## config.mk

```make
export PLATFORM = sky130hd
export DESIGN_NAME = arpt_cfg
export DESIGN_NICKNAME = d
export VERILOG_FILES = /design/src/rtl/arpt_pkg.sv /design/src/rtl/arpt_cfg.sv
export SDC_FILE = /design/constraint.sdc
export NUM_CORES = 1
export LEC_CHECK = 0
export BUFFER_PORTS_ARGS = -buffer_cell sky130_fd_sc_hd__buf_4
export CAP_MARGIN = 20
export CORE_MARGIN = 4
export CORE_UTILIZATION = 39
export DETAILED_ROUTE_END_ITERATION = 10
export PLACE_DENSITY = 0.94
export SKIP_CTS_REPAIR_TIMING = 1
export SLEW_MARGIN = 40
export SYNTH_ARGS = -nofsm -noshare
export SYNTH_HDL_FRONTEND = slang
export SYNTH_SLANG_ARGS = --single-unit
export TNS_END_PERCENT = 30
```

## constraint.sdc

```tcl
create_clock -name clk -period 2.3 [get_ports clk]
set_input_delay 0.345 -clock clk [delete_from_list [all_inputs] [get_ports clk]]
set_output_delay 0.345 -clock clk [all_outputs]
set_load 0.05 [all_outputs]
```

## src/rtl/arpt_pkg.sv

```systemverilog
// Shared types and constants for the ARP table with aging.
// No dependencies; imported by every module of the block.
`default_nettype none

package arpt_pkg;

  localparam int IP_W    = 32;
  localparam int MAC_W   = 48;
  localparam int STAMP_W = 32;
  localparam int AGE_W   = 16;
  localparam int SLOT_W  = 5;
  localparam int PADDR_W = 3;
  localparam int PDATA_W = 32;

  localparam logic [AGE_W-1:0] AGE_RESET = 16'd15;

  typedef enum logic [1:0] {
    OP_LOOKUP = 2'd0,
    OP_INSERT = 2'd1,
    OP_TICK   = 2'd2
  } op_t;

  typedef enum logic [0:0] {
    REG_AGE_LIMIT = 1'b0
  } reg_idx_t;

  // Broadcast from the control path to every table entry.
  typedef struct packed {
    logic               tick;
    logic [IP_W-1:0]    ip;
    logic [MAC_W-1:0]   mac;
    logic [STAMP_W-1:0] stamp;
    logic [STAMP_W-1:0] now_next;
    logic [AGE_W-1:0]   age_limit;
  } cell_cmd_t;

endpackage

`default_nettype wire

```

## src/rtl/arpt_cfg.sv

```systemverilog
// APB-style register block holding the age limit.
// Depends on arpt_pkg.
`default_nettype none

module arpt_cfg
  import arpt_pkg::*;
(
  input  wire logic               clk,
  input  wire logic               rst,
  input  wire logic               psel,
  input  wire logic               penable,
  input  wire logic               pwrite,
  input  wire logic [PADDR_W-1:0] paddr,
  input  wire logic [PDATA_W-1:0] pwdata,
  output logic      [PDATA_W-1:0] prdata,
  output logic                    pready,
  output logic      [AGE_W-1:0]   age_limit
);

  logic reg_sel;

  assign pready  = 1'b1;
  assign reg_sel = (paddr[PADDR_W-1] == REG_AGE_LIMIT);

  always_ff @(posedge clk) begin
    if (rst) begin
      age_limit <= AGE_RESET;
    end else if (psel && penable && pwrite && pready && reg_sel) begin
      age_limit <= pwdata[AGE_W-1:0];
    end
  end

  assign prdata = reg_sel ? PDATA_W'(age_limit) : '0;

endmodule

`default_nettype wire

```

# Yosys cells after proc, flatten, opt, wreduce, memory -nomap -nowiden
# Cells that the tools add are included.
dict set report classes {
  muxes 1
  bitwise_logic 1
  reduce_logical 3
}
# cell count
set ops {}
lappend ops {{$mux W16} 1}
lappend ops {{$logic_and A1 B1 Y1} 3}
lappend ops {{$not A1 Y1} 1}
dict set report totals {
  register_bits 16
  inputBits 40
  out_inout_bits 49
  word_cells 6
}

# Depth between registers and ports, before layout
dict set report depth {
  ltp_word 3
  ltp_mapped 4
  ltp_nobuf 2
}

# Worst setup path before layout
# OpenSTA, ideal clock, no wires.
dict set report synth_path {
  path_type {flip-flop to output port}
  from {reg age_limit[10]}
  to {out prdata[10]}
  t_arrival_ns 1.410
  required_ns 1.955
  path_slack_ns 0.545
  stages_incl_launch_ff 2
  path_buffers 0
  path_cell_list {dfxtp_1 -> nor2b_1}
}
dict set report synth_between {
  elab_chain_cells 1
}
# item line_no
set synth_lines {}
lappend synth_lines {{start: declaration} arpt_cfg.sv:17} ;# output logic [AGE_W-1:0] age_limit
lappend synth_lines {{start signal: assignment} arpt_cfg.sv:29} ;# age_limit <= pwdata[AGE_W-1:0];
lappend synth_lines {{$mux W16} arpt_cfg.sv:33} ;# assign prdata = reg_sel ? PDATA_W'(age_limit) : '0;
lappend synth_lines {{end: declaration} arpt_cfg.sv:15} ;# output logic [PDATA_W-1:0] prdata,
# No other way between the ends.

# Final worst setup path
dict set report layout_path {
  from {reg age_limit[8]}
  to {out prdata[8]}
}
# Same word-level chain as after synthesis.

==> reports/qor.yml <==
outcome:
  outcome: "finished clean"
layout:
  regArea_um2: 320
  multi_input_area_um2: 529
  largest_reg_flops: 16
  area_growth_pct: 37.1
  max_flop_register: "age_limit"
  n_fill_cell: 208
  layoutNonFillerInstCount: 184
  fin_nets: 197
  drive_above_1_share_pct: 41.0
  antennaDiodeCount: 0
  reg_top3: "age_limit (16)"
synthesis:
  netlist_instances: 106
  netlist_area_um2: 967
  syn-mean-instance-area_um2: 9.12
  ys_ff_latch: 16
  ys_seq_area_share_pct: 33.1
  ys_warn_count: 0
  netlist-cell-type-count: 12
clock_tree:
  clk_pin_slew_ns: 0.10
  cts_tree: "yes"
  cts-htree-levels: 1
  clk_latency_ns: 0.28
  clockBufferDepth: 2
  numCtsBuffers: 3
  cts-root-buf: "clkbuf_4"
  cts_num_sinks: 16
worst_setup_path:
  path_cells: "nor2b_1 > buf_4"
  crit_path_start_kind: "flop"
  cp-startpoint: "age_limit[8]"
  max_stage_delay_ns: 0.37
  r2r_cells: 2
  crit_required_ns: 1.96
  end_kind: "output port"
  arrival_ns: 1.04
  critPathKind: "reg2out"
  critPathMaxFanout: 3
  r2r_start: "age_limit[0]"
  critPathSlowestCell: "dfxtp_1"
drt:
  finalWirelength_um: 2260
  ant_nets: 0
  vias: 793
  drc: 0
  viasPerCell: 4.31
  wl_per_cell_um: 12.3
  initialDrtViolationCount: 6
  drt-pass1-iter-count: 4
placed_design:
  finalWeightedCongestion: 0.714
  port_buffers: 53
  dp_hpwl_um: 1800
  placedCellCount: 180
grt:
  grt_pass1_vias: 814
  grt_pass1_wl_um: 3560
  track_usage_pct: 13.8
  grt_overflow_total: 0
  antenna_found_initial: 0
  grt_start_max_net_pins: 33
timing:
  post-route-period-util_pct: 60.1
  clock.fmax_mhz: 723
  fin_worst_skew_ns: 0
  rsz0062_at_grt: "no"
  slew_violations: 0
  fin_crit_ns: 1.38
  tns_ns: 0
  hold_violations: 0
  final-setup-viol-count: 0
flow_run:
  drv_cap: 0
pwr:
  max-vdd-ir-drop_mv: 0.456
  leakagePower_uw: 0.000627
  power_density_mw_per_mm2: 504
  power_uw: 669
die:
  row_count: 17
  core_area_mm2: 0.00228
  dieArea_mm2: 0.00334
  io_pins: 89
  start_util_pct: 42.5
  fp.dieH_um: 57.8
  dieWidth_um: 57.8
worst_hold_path:
  hold_start: "pwdata[1]"
  hp-class: "in2reg"
  whs_path_depth: 3
[synthesized netlist by cell type]
cell      count  share of area [%]
and4b_1       1                1.0
mux2i_1      16                 17
dfxtp_1      16                 33
nand2b_1     24                 16
buf_12        1                2.1
conb_1        2               0.78
buf_4        17                 13
and2b_2       6                5.4
nor2b_1      10                6.5
clkbuf_1      4                1.6
nor2_1        8                3.1
buf_6         1                1.2
[cell usage in the layout (no fill, tap or decap)]
cell and count:
and4b_1 1, buf_4 54, nand2b_1 24, dfxtp_1 16, mux2i_1 16, nor2_1 8, clkbuf_4 3, conb_1 17
clkbuf_8 1, and2b_2 6, nor2b_1 10
[worst paths after layout]
kind                                 endpoint  slack (ns)
worst max-delay path                prdata[8]        0.92
worst min-delay path             age_limit[1]        0.31
worst min register to register  age_limit[15]        0.49
worst max register to register   age_limit[0]        1.67
[logic make-up after synthesis]
group	count (synthesis)	synth area share, %
multiplexers	16	16.6
AND/OR/NAND/NOR	49	31.6
buffers and inverters	23	18.0
other	2	0.776
flip-flops	16	33.1
[power breakdown]
group	switching [µW]	internal [µW]	total, µW
combinational	138	59.6	197
sequential	4.32	283	287
clock	88.2	96.3	185
total	230	439	669
[worst max-delay path: cells and delay by family, from the launching register on]
kind	cells	cell delay [ns]
buffers and inverters	1	0.21
DFF	1	0.37
and+or+nand+nor	1	0.16
[cell type report]
cell class,instances,area share [%]
Tap cell,28,2.64
Sequential cell,16,24.2
Timing Repair Buffer,54,30.6
Clock buffer,4,2.74
Multi-Input combinational cell,82,39.9
[per-layer routing]
| layer | GRT usage (%) | vias up | part of all wire [%] |
|---|---|---|---|
| met1 | 13.0 | 356 | 33 |
| met2 | 26.8 | 39 | 56 |
| li1 | - | 396 | - |
| met4 | 4.97 | 0 | 1.2 |
| met3 | 4.90 | 2 | 9.9 |
| met5 | 0 | - | 0 |
[stage by stage]
step / setup slack, ns / hold slack, ns / area, µm² / util [%]
detailed placement: 0.663 / 0.483 / 1290 / 56.7
CTS: 0.891 / 0.307 / 1330 / 58.3
global placement: 0.697 / 0.467 / 1290 / 56.7
floorplan: 0.545 / 0.500 / 1020 / -
finish: 0.917 / 0.311 / 1330 / 58.3
global route: 0.823 / 0.301 / 1330 / 58.3
(Power assumes the default switching activity.)
