$ cat src/rtl/arpt_pkg.sv
// Shared types and constants for the ARP table with aging.
// No dependencies; imported by every module of the block.
`default_nettype none

package arpt_pkg;

  localparam int IP_W    = 32;
  localparam int MAC_W   = 48;
  localparam int STAMP_W = 32;
  localparam int AGE_W   = 16;
  localparam int SLOT_W  = 5;
  localparam int PADDR_W = 3;
  localparam int PDATA_W = 32;

  localparam logic [AGE_W-1:0] AGE_RESET = 16'd15;

  typedef enum logic [1:0] {
    OP_LOOKUP = 2'd0,
    OP_INSERT = 2'd1,
    OP_TICK   = 2'd2
  } op_t;

  typedef enum logic [0:0] {
    REG_AGE_LIMIT = 1'b0
  } reg_idx_t;

  // Broadcast from the control path to every table entry.
  typedef struct packed {
    logic               tick;
    logic [IP_W-1:0]    ip;
    logic [MAC_W-1:0]   mac;
    logic [STAMP_W-1:0] stamp;
    logic [STAMP_W-1:0] now_next;
    logic [AGE_W-1:0]   age_limit;
  } cell_cmd_t;

endpackage

`default_nettype wire

$ cat src/rtl/arpt_cell.sv
// One table entry: stored address pair and stamp, address compare, age check.
// Depends on arpt_pkg.
`default_nettype none

module arpt_cell
  import arpt_pkg::*;
(
  input  wire logic             clk,
  input  wire logic             rst,
  input  wire logic             wr,
  input  wire cell_cmd_t        cmd,
  output logic                  valid,
  output logic                  match,
  output logic      [MAC_W-1:0] mac
);

  logic [IP_W-1:0]    ip;
  logic [STAMP_W-1:0] stamp;
  logic [STAMP_W-1:0] age;
  logic               expire;

  assign age    = cmd.now_next - stamp;
  assign expire = cmd.tick && (age > STAMP_W'(cmd.age_limit));
  assign match  = valid && (ip == cmd.ip);

  always_ff @(posedge clk) begin
    if (rst) begin
      valid <= 1'b0;
    end else if (wr) begin
      valid <= 1'b1;
    end else if (expire) begin
      valid <= 1'b0;
    end
  end

  always_ff @(posedge clk) begin
    if (wr) begin
      ip    <= cmd.ip;
      mac   <= cmd.mac;
      stamp <= cmd.stamp;
    end
  end

endmodule

`default_nettype wire

$ cat config.mk
export PLATFORM = sky130hd
export DESIGN_NAME = arpt_cell
export DESIGN_NICKNAME = d
export VERILOG_FILES = /design/src/rtl/arpt_pkg.sv /design/src/rtl/arpt_cell.sv
export SDC_FILE = /design/constraint.sdc
export NUM_CORES = 1
export LEC_CHECK = 0
export BUFFER_PORTS_ARGS = -buffer_cell sky130_fd_sc_hd__buf_4
export CAP_MARGIN = 10
export CORE_MARGIN = 4
export CORE_UTILIZATION = 45
export CTS_CLUSTER_DIAMETER = 150
export DETAILED_ROUTE_END_ITERATION = 10
export GPL_TIMING_DRIVEN = 0
export PLACE_DENSITY = 0.85
export SLEW_MARGIN = 20
export SYNTH_ARGS = -nofsm -noshare
export SYNTH_HDL_FRONTEND = slang
export SYNTH_SLANG_ARGS = --single-unit
$ cat constraint.sdc
create_clock -name clk -period 5.2 [get_ports clk]
set_input_delay 0 -clock clk [delete_from_list [all_inputs] [get_ports clk]]
set_output_delay 0 -clock clk [all_outputs]
set_load 0.03 [all_outputs]
* After elaboration in Yosys (flattened, before gate mapping)
Cells that the tools add are included.
** Cells by class
- Add/subtract/negate cells :: 1
- $mul :: 0
- Divide/modulo/power cells :: 0
- Order comparisons :: 1
- Equality and inequality tests :: 1
- Shifts and indexed selects :: 0
- Mux-type cells :: 2
- Bitwise gates (word level) :: 0
- Reductions and logical operators :: 3
** Operator list (number)
- == test 32 bit :: 1
- > comparator 32 x 16 -> 1 bit :: 1
- subtractor 32 bit :: 1
- logical AND 1 bit :: 2
- two-way mux 1 bit :: 2
- nonzero test 2 bit :: 1
** Word-level totals
- Flip-flop bits (word level) :: 113
- Latch bits :: 0
- Bits in writable memories :: 0
- ROM bits :: 0
- Output and inout port bits :: 50
- Word-level logic and storage cells :: 12
- Memories kept :: 0

* Depth between registers and ports, before layout
Gate-level depths: netlist (run 1).
- Depth in word-level cells :: 5
- Depth in mapped cells :: 19

* Worst setup path before layout (run 1)
No wires, ideal clock.
- Path type :: register -> register
- From :: register stamp[0]
- To :: register valid
- Library setup time :: 0.117 ns
- Arrival :: 3.238 ns
- Data required time :: 5.083 ns
- Setup slack :: 1.845 ns
- Stages on the path, launching flop included :: 19
- Buffers on the path :: 0
- Clock period less this slack :: 3.355 ns
- Path through :: edfxtp_1 ha_1 fa_1 nand2b_1 a21oi_1 nor2_1 o21ai_0 a21o_1 a21oi_1 xnor2_1 ha_1 nand4_1 nor4_1 a21oi_1 a22o_1 o2111ai_1 nor4_2 nand4_1 o21ai_1
** Between the ends
- Longest elaborated chain between the ends :: 4
** RTL lines
- start, declared :: line arpt_cell.sv:18 : logic [STAMP_W-1:0] stamp;
- start signal, assigned :: line arpt_cell.sv:40 : stamp <= cmd.stamp;
- subtractor 32 bit :: line arpt_cell.sv:22 : assign age = cmd.now_next - stamp;
- > comparator 32 x 16 -> 1 bit :: line arpt_cell.sv:23 : assign expire = cmd.tick && (age > STAMP_W'(cmd.age_limit));
- logical AND 1 bit :: line arpt_cell.sv:23
- nonzero test 2 bit (no source line)
- end signal, assigned :: line arpt_cell.sv:28 : valid <= 1'b0;
- end signal, assigned :: line arpt_cell.sv:30 : valid <= 1'b1;
- end signal, assigned :: line arpt_cell.sv:32 : valid <= 1'b0;
- end, declared :: line arpt_cell.sv:12 : output logic valid,
Every way passes these cells.
A chain may end at the register's enable or synchronous reset.

* Worst setup path in the final report (run 1)
Ends and elaborated chain as after synthesis.

==> out/metrics.cfg, run 1 <==
[status]
status = finished clean

[sta]
clock.fmax_mhz = 220
fin_skew_ns = 0.00443
finalMaxSlewViolations = 0
fin_crit_sh_pct = 87.4
relSlewSlack_pct = 32.1
finalSetupViolCount = 0
worst-slew-pin-transition_ns = 1.02
hold_viol = 0
rsz0062_at_grt = no
fin_tns_setup_ns = 0
period_needed_ns = 4.54

[detailed_routing]
via_per_inst = 5.32
drt-total-wl_mm = 21.4
firstDrtPassIters = 5
drc = 0
route.detailed.wl_per_inst_um = 19.9
drt_iter0_drc = 412
vias = 5732
postRouteAntennaNets = 0

[cells_and_area]
drive_gt1_share_pct = 30.5
layout_common_cells = 215 x buf_4, 114 x dlygate4sd3_1, 112 x edfxtp_1
n_fill_cell = 820
syn_to_final_growth_pct = 56.3
final_core_util_pct = 71.6
final_nets = 1096
layout_commonest_cell = buf_4
n_antenna_cell = 0

[power]
p_per_area_nw_per_um2 = 313
p_leak_nw = 4.31
ir_worst_vdd_v = 0.000316

[setup_path]
critPathMaxFanout = 3
path_class = reg2reg
slowest_delay_ns = 0.61
r2r_end = valid$_SDFFE_PP0P_
timing.rr.start = stamp[0]$_DFFE_PP_
worstPathArrival_ns = 4.87
rr_worst_depth = 18
slowest_stage = dlygate4sd3_1
critPathCaptureType = flip-flop
r2r_slack_ns = 0.66
worst_setup_path_start_kind = flip-flop
worstPathCellList = ha_1 > fa_1 > nand2b_1 > a21oi_1 > nor2_1 > o21ai_0 > a21o_1 > a21oi_1 > xnor2_1 > ha_1 > nand4_1 > nor4_1 > a22o_1 > o2111ai_1 > nor4_2 > nand4_1 > o21ai_1 > dlygate4sd3_1
worstSetupEndpoint = valid$_SDFFE_PP0P_
cp_data_required_time_ns = 5.53
startpoint = stamp[0]$_DFFE_PP_

[yosys]
synthFlopType = edfxtp_1
synth_edf_count = 112
yosysWarnings = 0
ys_ff_latch = 113
synth-async-reset-ratio_pct = 0
syn-cell-area_sq_um = 6330
syn_inst = 538
avgSynthCellArea_sq_um = 11.8
yosysSeqAreaShare_pct = 53.4
synth_cell_types = 64
synth_fp_nets = 750

[floorplanning]
core_sq_um = 13800
die_w_um = 127
rows = 43
dieArea_sq_um = 16000
start_util_pct = 45.8
chipHeight_um = 127
ios = 214

[clock_network]
clkSinkCount = 113
clock_latency_ns = 0.40
cts_setup_buffers = 0
cts_tree = built
path_clk_slew_ns = 0.06
htree_levels = 4
cts-buffers-inserted = 17
clockRootBuffer = clkbuf_16
post_cts_resized = 0
cts_hold_buffers = 114
clockBufferDepth = 2

[flow_run]
maxCapViolations = 0

[global_route]
overflow = 0
grt_pass1_vias = 6207
grt_first_pass_wirelength_mm = 33.0
antenna_found_initial = 0
grt_usage_pct = 27.0
grt_max_degree = 115

[placed_design]
numPortBuffers = 213
dp_hpwl_mm = 12.1
gp_congestion = 0.895

[min_path]
min_path_type = in2reg

flip-flops by register name, summed over array words and instances (netlist names):
register / count
mac: 48
valid: 1
ip: 32
stamp: 32
kinds of logic (layout without fill, tap and decap cells):
| kind of cell | count (synthesis) | count (layout) | synth area share [%] |
|---|---|---|---|
| adder cells (fa/ha/maj) | 48 | 48 | 9.61 |
| AO/OA/AOI/OAI | 121 | 121 | 13.2 |
| XOR/XNOR | 55 | 55 | 7.61 |
| flip-flops | 113 | 113 | 53.4 |
| buffers and inverters | 69 | 428 | 4.72 |
| multiplexers | 3 | 3 | 0.494 |
| AND/OR/NAND/NOR | 129 | 129 | 11.0 |
worst max-delay path: cells and delay by family, from the launching register on:
kind                       cells  cell delay, ns
AOI/OAI and AO/OA              7            1.31
and+or+nand+nor                6            1.09
adders and majority gates      3            0.92
buffers and inverters          1            0.61
DFF                            1            0.37
xor gates and xnor gates       1            0.16
power breakdown:
group          total, mW  leakage, nW  switching, mW  internal, mW
registers           1.12         1.10         0.0341          1.09
clock network       1.20        0.295          0.409         0.790
logic              0.781         2.91          0.414         0.367
total               3.10         4.31          0.857          2.24
through the flow:
step,total power [mW],setup WS (ns),area [sq um],hold slack [ns],std cells
2_1_floorplan,1.55,1.85,6330,0.0979,538
3_3_place_gp,1.79,1.41,8150,0.178,931
3_5_place_dp,1.80,1.35,8160,0.179,931
4_1_cts,3.03,0.792,9890,0.259,1077
5_1_grt,3.23,0.278,9890,0.280,1077
6_report,3.10,0.656,9890,0.259,1077
per-layer routing:
| metal | global-route usage [%] | routed length [um] |
|---|---|---|
| met5 | 0 | 0 |
| met4 | 12.3 | 922 |
| met3 | 6.40 | 1480 |
| met2 | 50.8 | 11500 |
| met1 | 28.2 | 7450 |
synthesized netlist by cell type (all sizes together), types with 2 or more instances:
master | count | area [sq um]
edfxtp | 112 | 3360
inv | 57 | 214
ha | 47 | 588
a21oi | 41 | 243
xnor2 | 40 | 350
nand2 | 37 | 139
o21ai | 27 | 143
nor2 | 20 | 75.1
nand4 | 18 | 128
xor2 | 15 | 131
a21o | 14 | 105
nand3 | 13 | 65.1
buf | 10 | 76.3
nor3 | 9 | 61.3
nand2b | 7 | 43.8
o211ai | 7 | 57.6
nor4 | 6 | 43.8
a211oi | 5 | 47.5
and3 | 5 | 36.3
and2 | 4 | 25.0
nor2b | 4 | 25.0
o21a | 4 | 30.0
a311oi | 3 | 32.5
a2111oi | 2 | 23.8
a21boi | 2 | 15.0
a221oi | 2 | 17.5
clkbuf | 2 | 8.75
mux2i | 2 | 20.0
nor4b | 2 | 23.8
o2111ai | 2 | 17.5
o221ai | 2 | 17.5
o41ai | 2 | 17.5
worst min path at each step:
stage | endpoint | slack (ns) | cells after the start | start
2_1_floorplan | valid$_SDFFE_PP0P_ | 0.1 | 1 | rst
6_report | mac[5]$_DFFE_PP_ | 0.26 | 1 | wr
4_1_cts | mac[6]$_DFFE_PP_ | 0.26 | 1 | wr
3_3_place_gp | mac[31]$_DFFE_PP_ | 0.18 | 1 | cmd[111]
5_1_grt | mac[12]$_DFFE_PP_ | 0.28 | 1 | wr
3_5_place_dp | stamp[8]$_DFFE_PP_ | 0.18 | 1 | cmd[56]
final cells by class:
cell class | count | area (sq um) | area share [%]
buffer | 12 | 85.1 | 0.860
multi-input combinational | 356 | 2650 | 26.8
tap | 180 | 225 | 2.28
clock buffer | 25 | 485 | 4.91
timing repair buffer | 327 | 2740 | 27.7
inverter | 57 | 214 | 2.16
sequential | 113 | 3380 | 34.2
clock inverter | 7 | 110 | 1.11
Power figures use the tool's default switching activity.
==> inputs of run 2 (changes only) <==
--- a/config.mk
+++ b/config.mk
@@ -7,12 +7,14 @@
 export LEC_CHECK = 0
 export BUFFER_PORTS_ARGS = -buffer_cell sky130_fd_sc_hd__buf_4
 export CAP_MARGIN = 10
+export CELL_PAD_IN_SITES_DETAIL_PLACEMENT = 1
+export CELL_PAD_IN_SITES_GLOBAL_PLACEMENT = 1
 export CORE_MARGIN = 4
-export CORE_UTILIZATION = 45
+export CORE_UTILIZATION = 42
 export CTS_CLUSTER_DIAMETER = 150
 export DETAILED_ROUTE_END_ITERATION = 10
 export GPL_TIMING_DRIVEN = 0
-export PLACE_DENSITY = 0.85
+export PLACE_DENSITY = 0.95
 export SLEW_MARGIN = 20
 export SYNTH_ARGS = -nofsm -noshare
 export SYNTH_HDL_FRONTEND = slang
==> run 2 against run 1 <==
Sequential share of layout area fell by 0.12 points. Fmax fell by 8.6%. Critical path depth rose by 1. Routed wire length rose by 58%. Largest power group unchanged. Largest cell class unchanged. Non-clock buffer count did not move. Critical path type unchanged. Global-route usage rose by 13 points. Worst hold slack got worse by 0.078 ns. Highest routed layer unchanged.
==> out/metrics.cfg, run 2 (synthesized netlist as in run 1, its figures left out) <==
[status]
status = finished clean

[floorplanning]
chipHeight_um = 131
ios = 214
core_sq_um = 14600
dieArea_sq_um = 17100
die_w_um = 131
rows = 44
start_util_pct = 43.2

[cells_and_area]
n_antenna_cell = 0
largest_reg_flops = 48
final_core_util_pct = 67.8
final_nets = 1096
multi_input_area_sq_um = 2650
layout_common_cells = 215 x buf_4, 114 x dlygate4sd3_1, 112 x edfxtp_1
reg_top3 = mac (48), ip (32), stamp (32)
largest_register = mac
syn_to_final_growth_pct = 56.9
final_cells = 1081
n_fill_cell = 1454
finish.instance_area_sq_um = 9930
final-seq-area_sq_um = 3380
layout_commonest_cell = buf_4
drive_gt1_share_pct = 31.1

[detailed_routing]
drc = 0
postRouteAntennaNets = 0
via_per_inst = 6.25
drt_iter0_drc = 969
drt-total-wl_mm = 33.9
firstDrtPassIters = 6
vias = 6761
route.detailed.wl_per_inst_um = 31.4

[setup_path]
timing.rr.start = stamp[1]$_DFFE_PP_
critPathCaptureType = flip-flop
path_class = reg2reg
worstPathArrival_ns = 5.33
critPathMaxFanout = 3
cp_data_required_time_ns = 5.56
startpoint = stamp[1]$_DFFE_PP_
worst_setup_path_start_kind = flip-flop

[global_route]
grt_first_pass_wirelength_mm = 48.6
grt_max_degree = 115
antenna_found_initial = 0
grt_usage_pct = 40.0
grt_pass1_vias = 7150
overflow = 0

[sta]
worst-slew-pin-transition_ns = 1.17
hold_viol = 0
fin_skew_ns = 0.0108
fin_tns_setup_ns = 0
finalSetupViolCount = 0
setup_slack_ns = 0.230
clock.fmax_mhz = 201
timing.hold.ws_ns = 0.181
finalMaxSlewViolations = 0
rsz0062_at_grt = no
fin_crit_sh_pct = 95.6
relSlewSlack_pct = 22.3
period_needed_ns = 4.97

[placed_design]
gp_congestion = 0.842
numPortBuffers = 213
placedCellCount = 935
dp_hpwl_mm = 15.3
place_ws_ns = 1.25
dpl_cell_area_sq_um = 8160

[clock_network]
htree_levels = 4
clockRootBuffer = clkbuf_16
clkSinkCount = 113
cts_setup_buffers = 0
clock_latency_ns = 0.42
cts-buffers-inserted = 17
cts_tree = built
clockBufferDepth = 2
path_clk_slew_ns = 0.07

[power]
swShare_pct = 34.2
p_leak_nw = 4.31
clkPwrFrac_pct = 40.0
combinationalPowerShare_pct = 26.4
p_sw_mw = 1.16
p_int_mw = 2.23
total_power_mw = 3.40
ir_worst_vdd_v = 0.000301
seqPwrFrac_pct = 33.6
p_per_area_nw_per_um2 = 342

[min_path]
hp-start = wr
min_path_type = in2reg

[flow_run]
maxCapViolations = 0

## run 2: changes by cell type in the layout (fill, tap and decap cells not counted), sizes merged
cell,previous run,this run
inv,57,63
clkbuf,27,19
clkinvlp,0,2
## run 2: cell type report
cell class | instances | area share (%)
clock buffer | 17 | 4.28
sequential | 113 | 34.1
buffer | 12 | 0.857
timing repair buffer | 327 | 27.6
multi-input combinational | 356 | 26.7
clock inverter | 15 | 2.02
tap | 184 | 2.32
inverter | 57 | 2.15
## run 2: power by group through the flow
stage	Sequential (mW)	Clock, mW	Combinational (mW)
floorplan	1.18	0	0.370
global placement	1.12	0	0.671
detailed placement	1.13	0	0.708
CTS	1.12	1.27	0.798
global route	1.14	1.38	0.932
finish	1.14	1.36	0.898
## run 2: repair_timing
item / in CTS / in global routing
resized for setup: 0 / 1
setup endpoints to repair: 0 / 1
endpoints found under the hold margin: 113 / 0
hold buffers: 114 / 0
## run 2: path summary, 6_finish.rpt
check	slack, ns	cells past startpoint	to
worst max-delay path	0.23	19	valid$_SDFFE_PP0P_
worst min-delay path	0.18	1	mac[6]$_DFFE_PP_
worst max register to register	0.23	19	valid$_SDFFE_PP0P_
worst min register to register	1.32	3	valid$_SDFFE_PP0P_
## run 2: metal layers
layer | vias up | GRT usage, % | wire length, um
met4 | 0 | 16.1 | 1650
met2 | 650 | 65.7 | 15900
met1 | 3270 | 48.4 | 12000
li1 | 2685 | - | -
met3 | 156 | 13.7 | 4350
met5 | - | 0 | 0
## run 2: worst max-delay path, cell delays in order, from the launching register on
cell and delay [ns]:
edfxtp_1 0.39, inv_1 0.07, ha_1 0.29, nor2b_1 0.25, o2111ai_1 0.24, a21oi_2 0.37
nor2_1 0.16, o21ai_1 0.36, a21o_1 0.19, a21oi_1 0.09, xnor2_1 0.15, ha_1 0.30
nand4_1 0.15, nor4_1 0.39, a22o_1 0.25, o2111ai_1 0.15, nor4_2 0.16, nand4_1 0.18
o21ai_1 0.17, dlygate4sd3_1 0.59
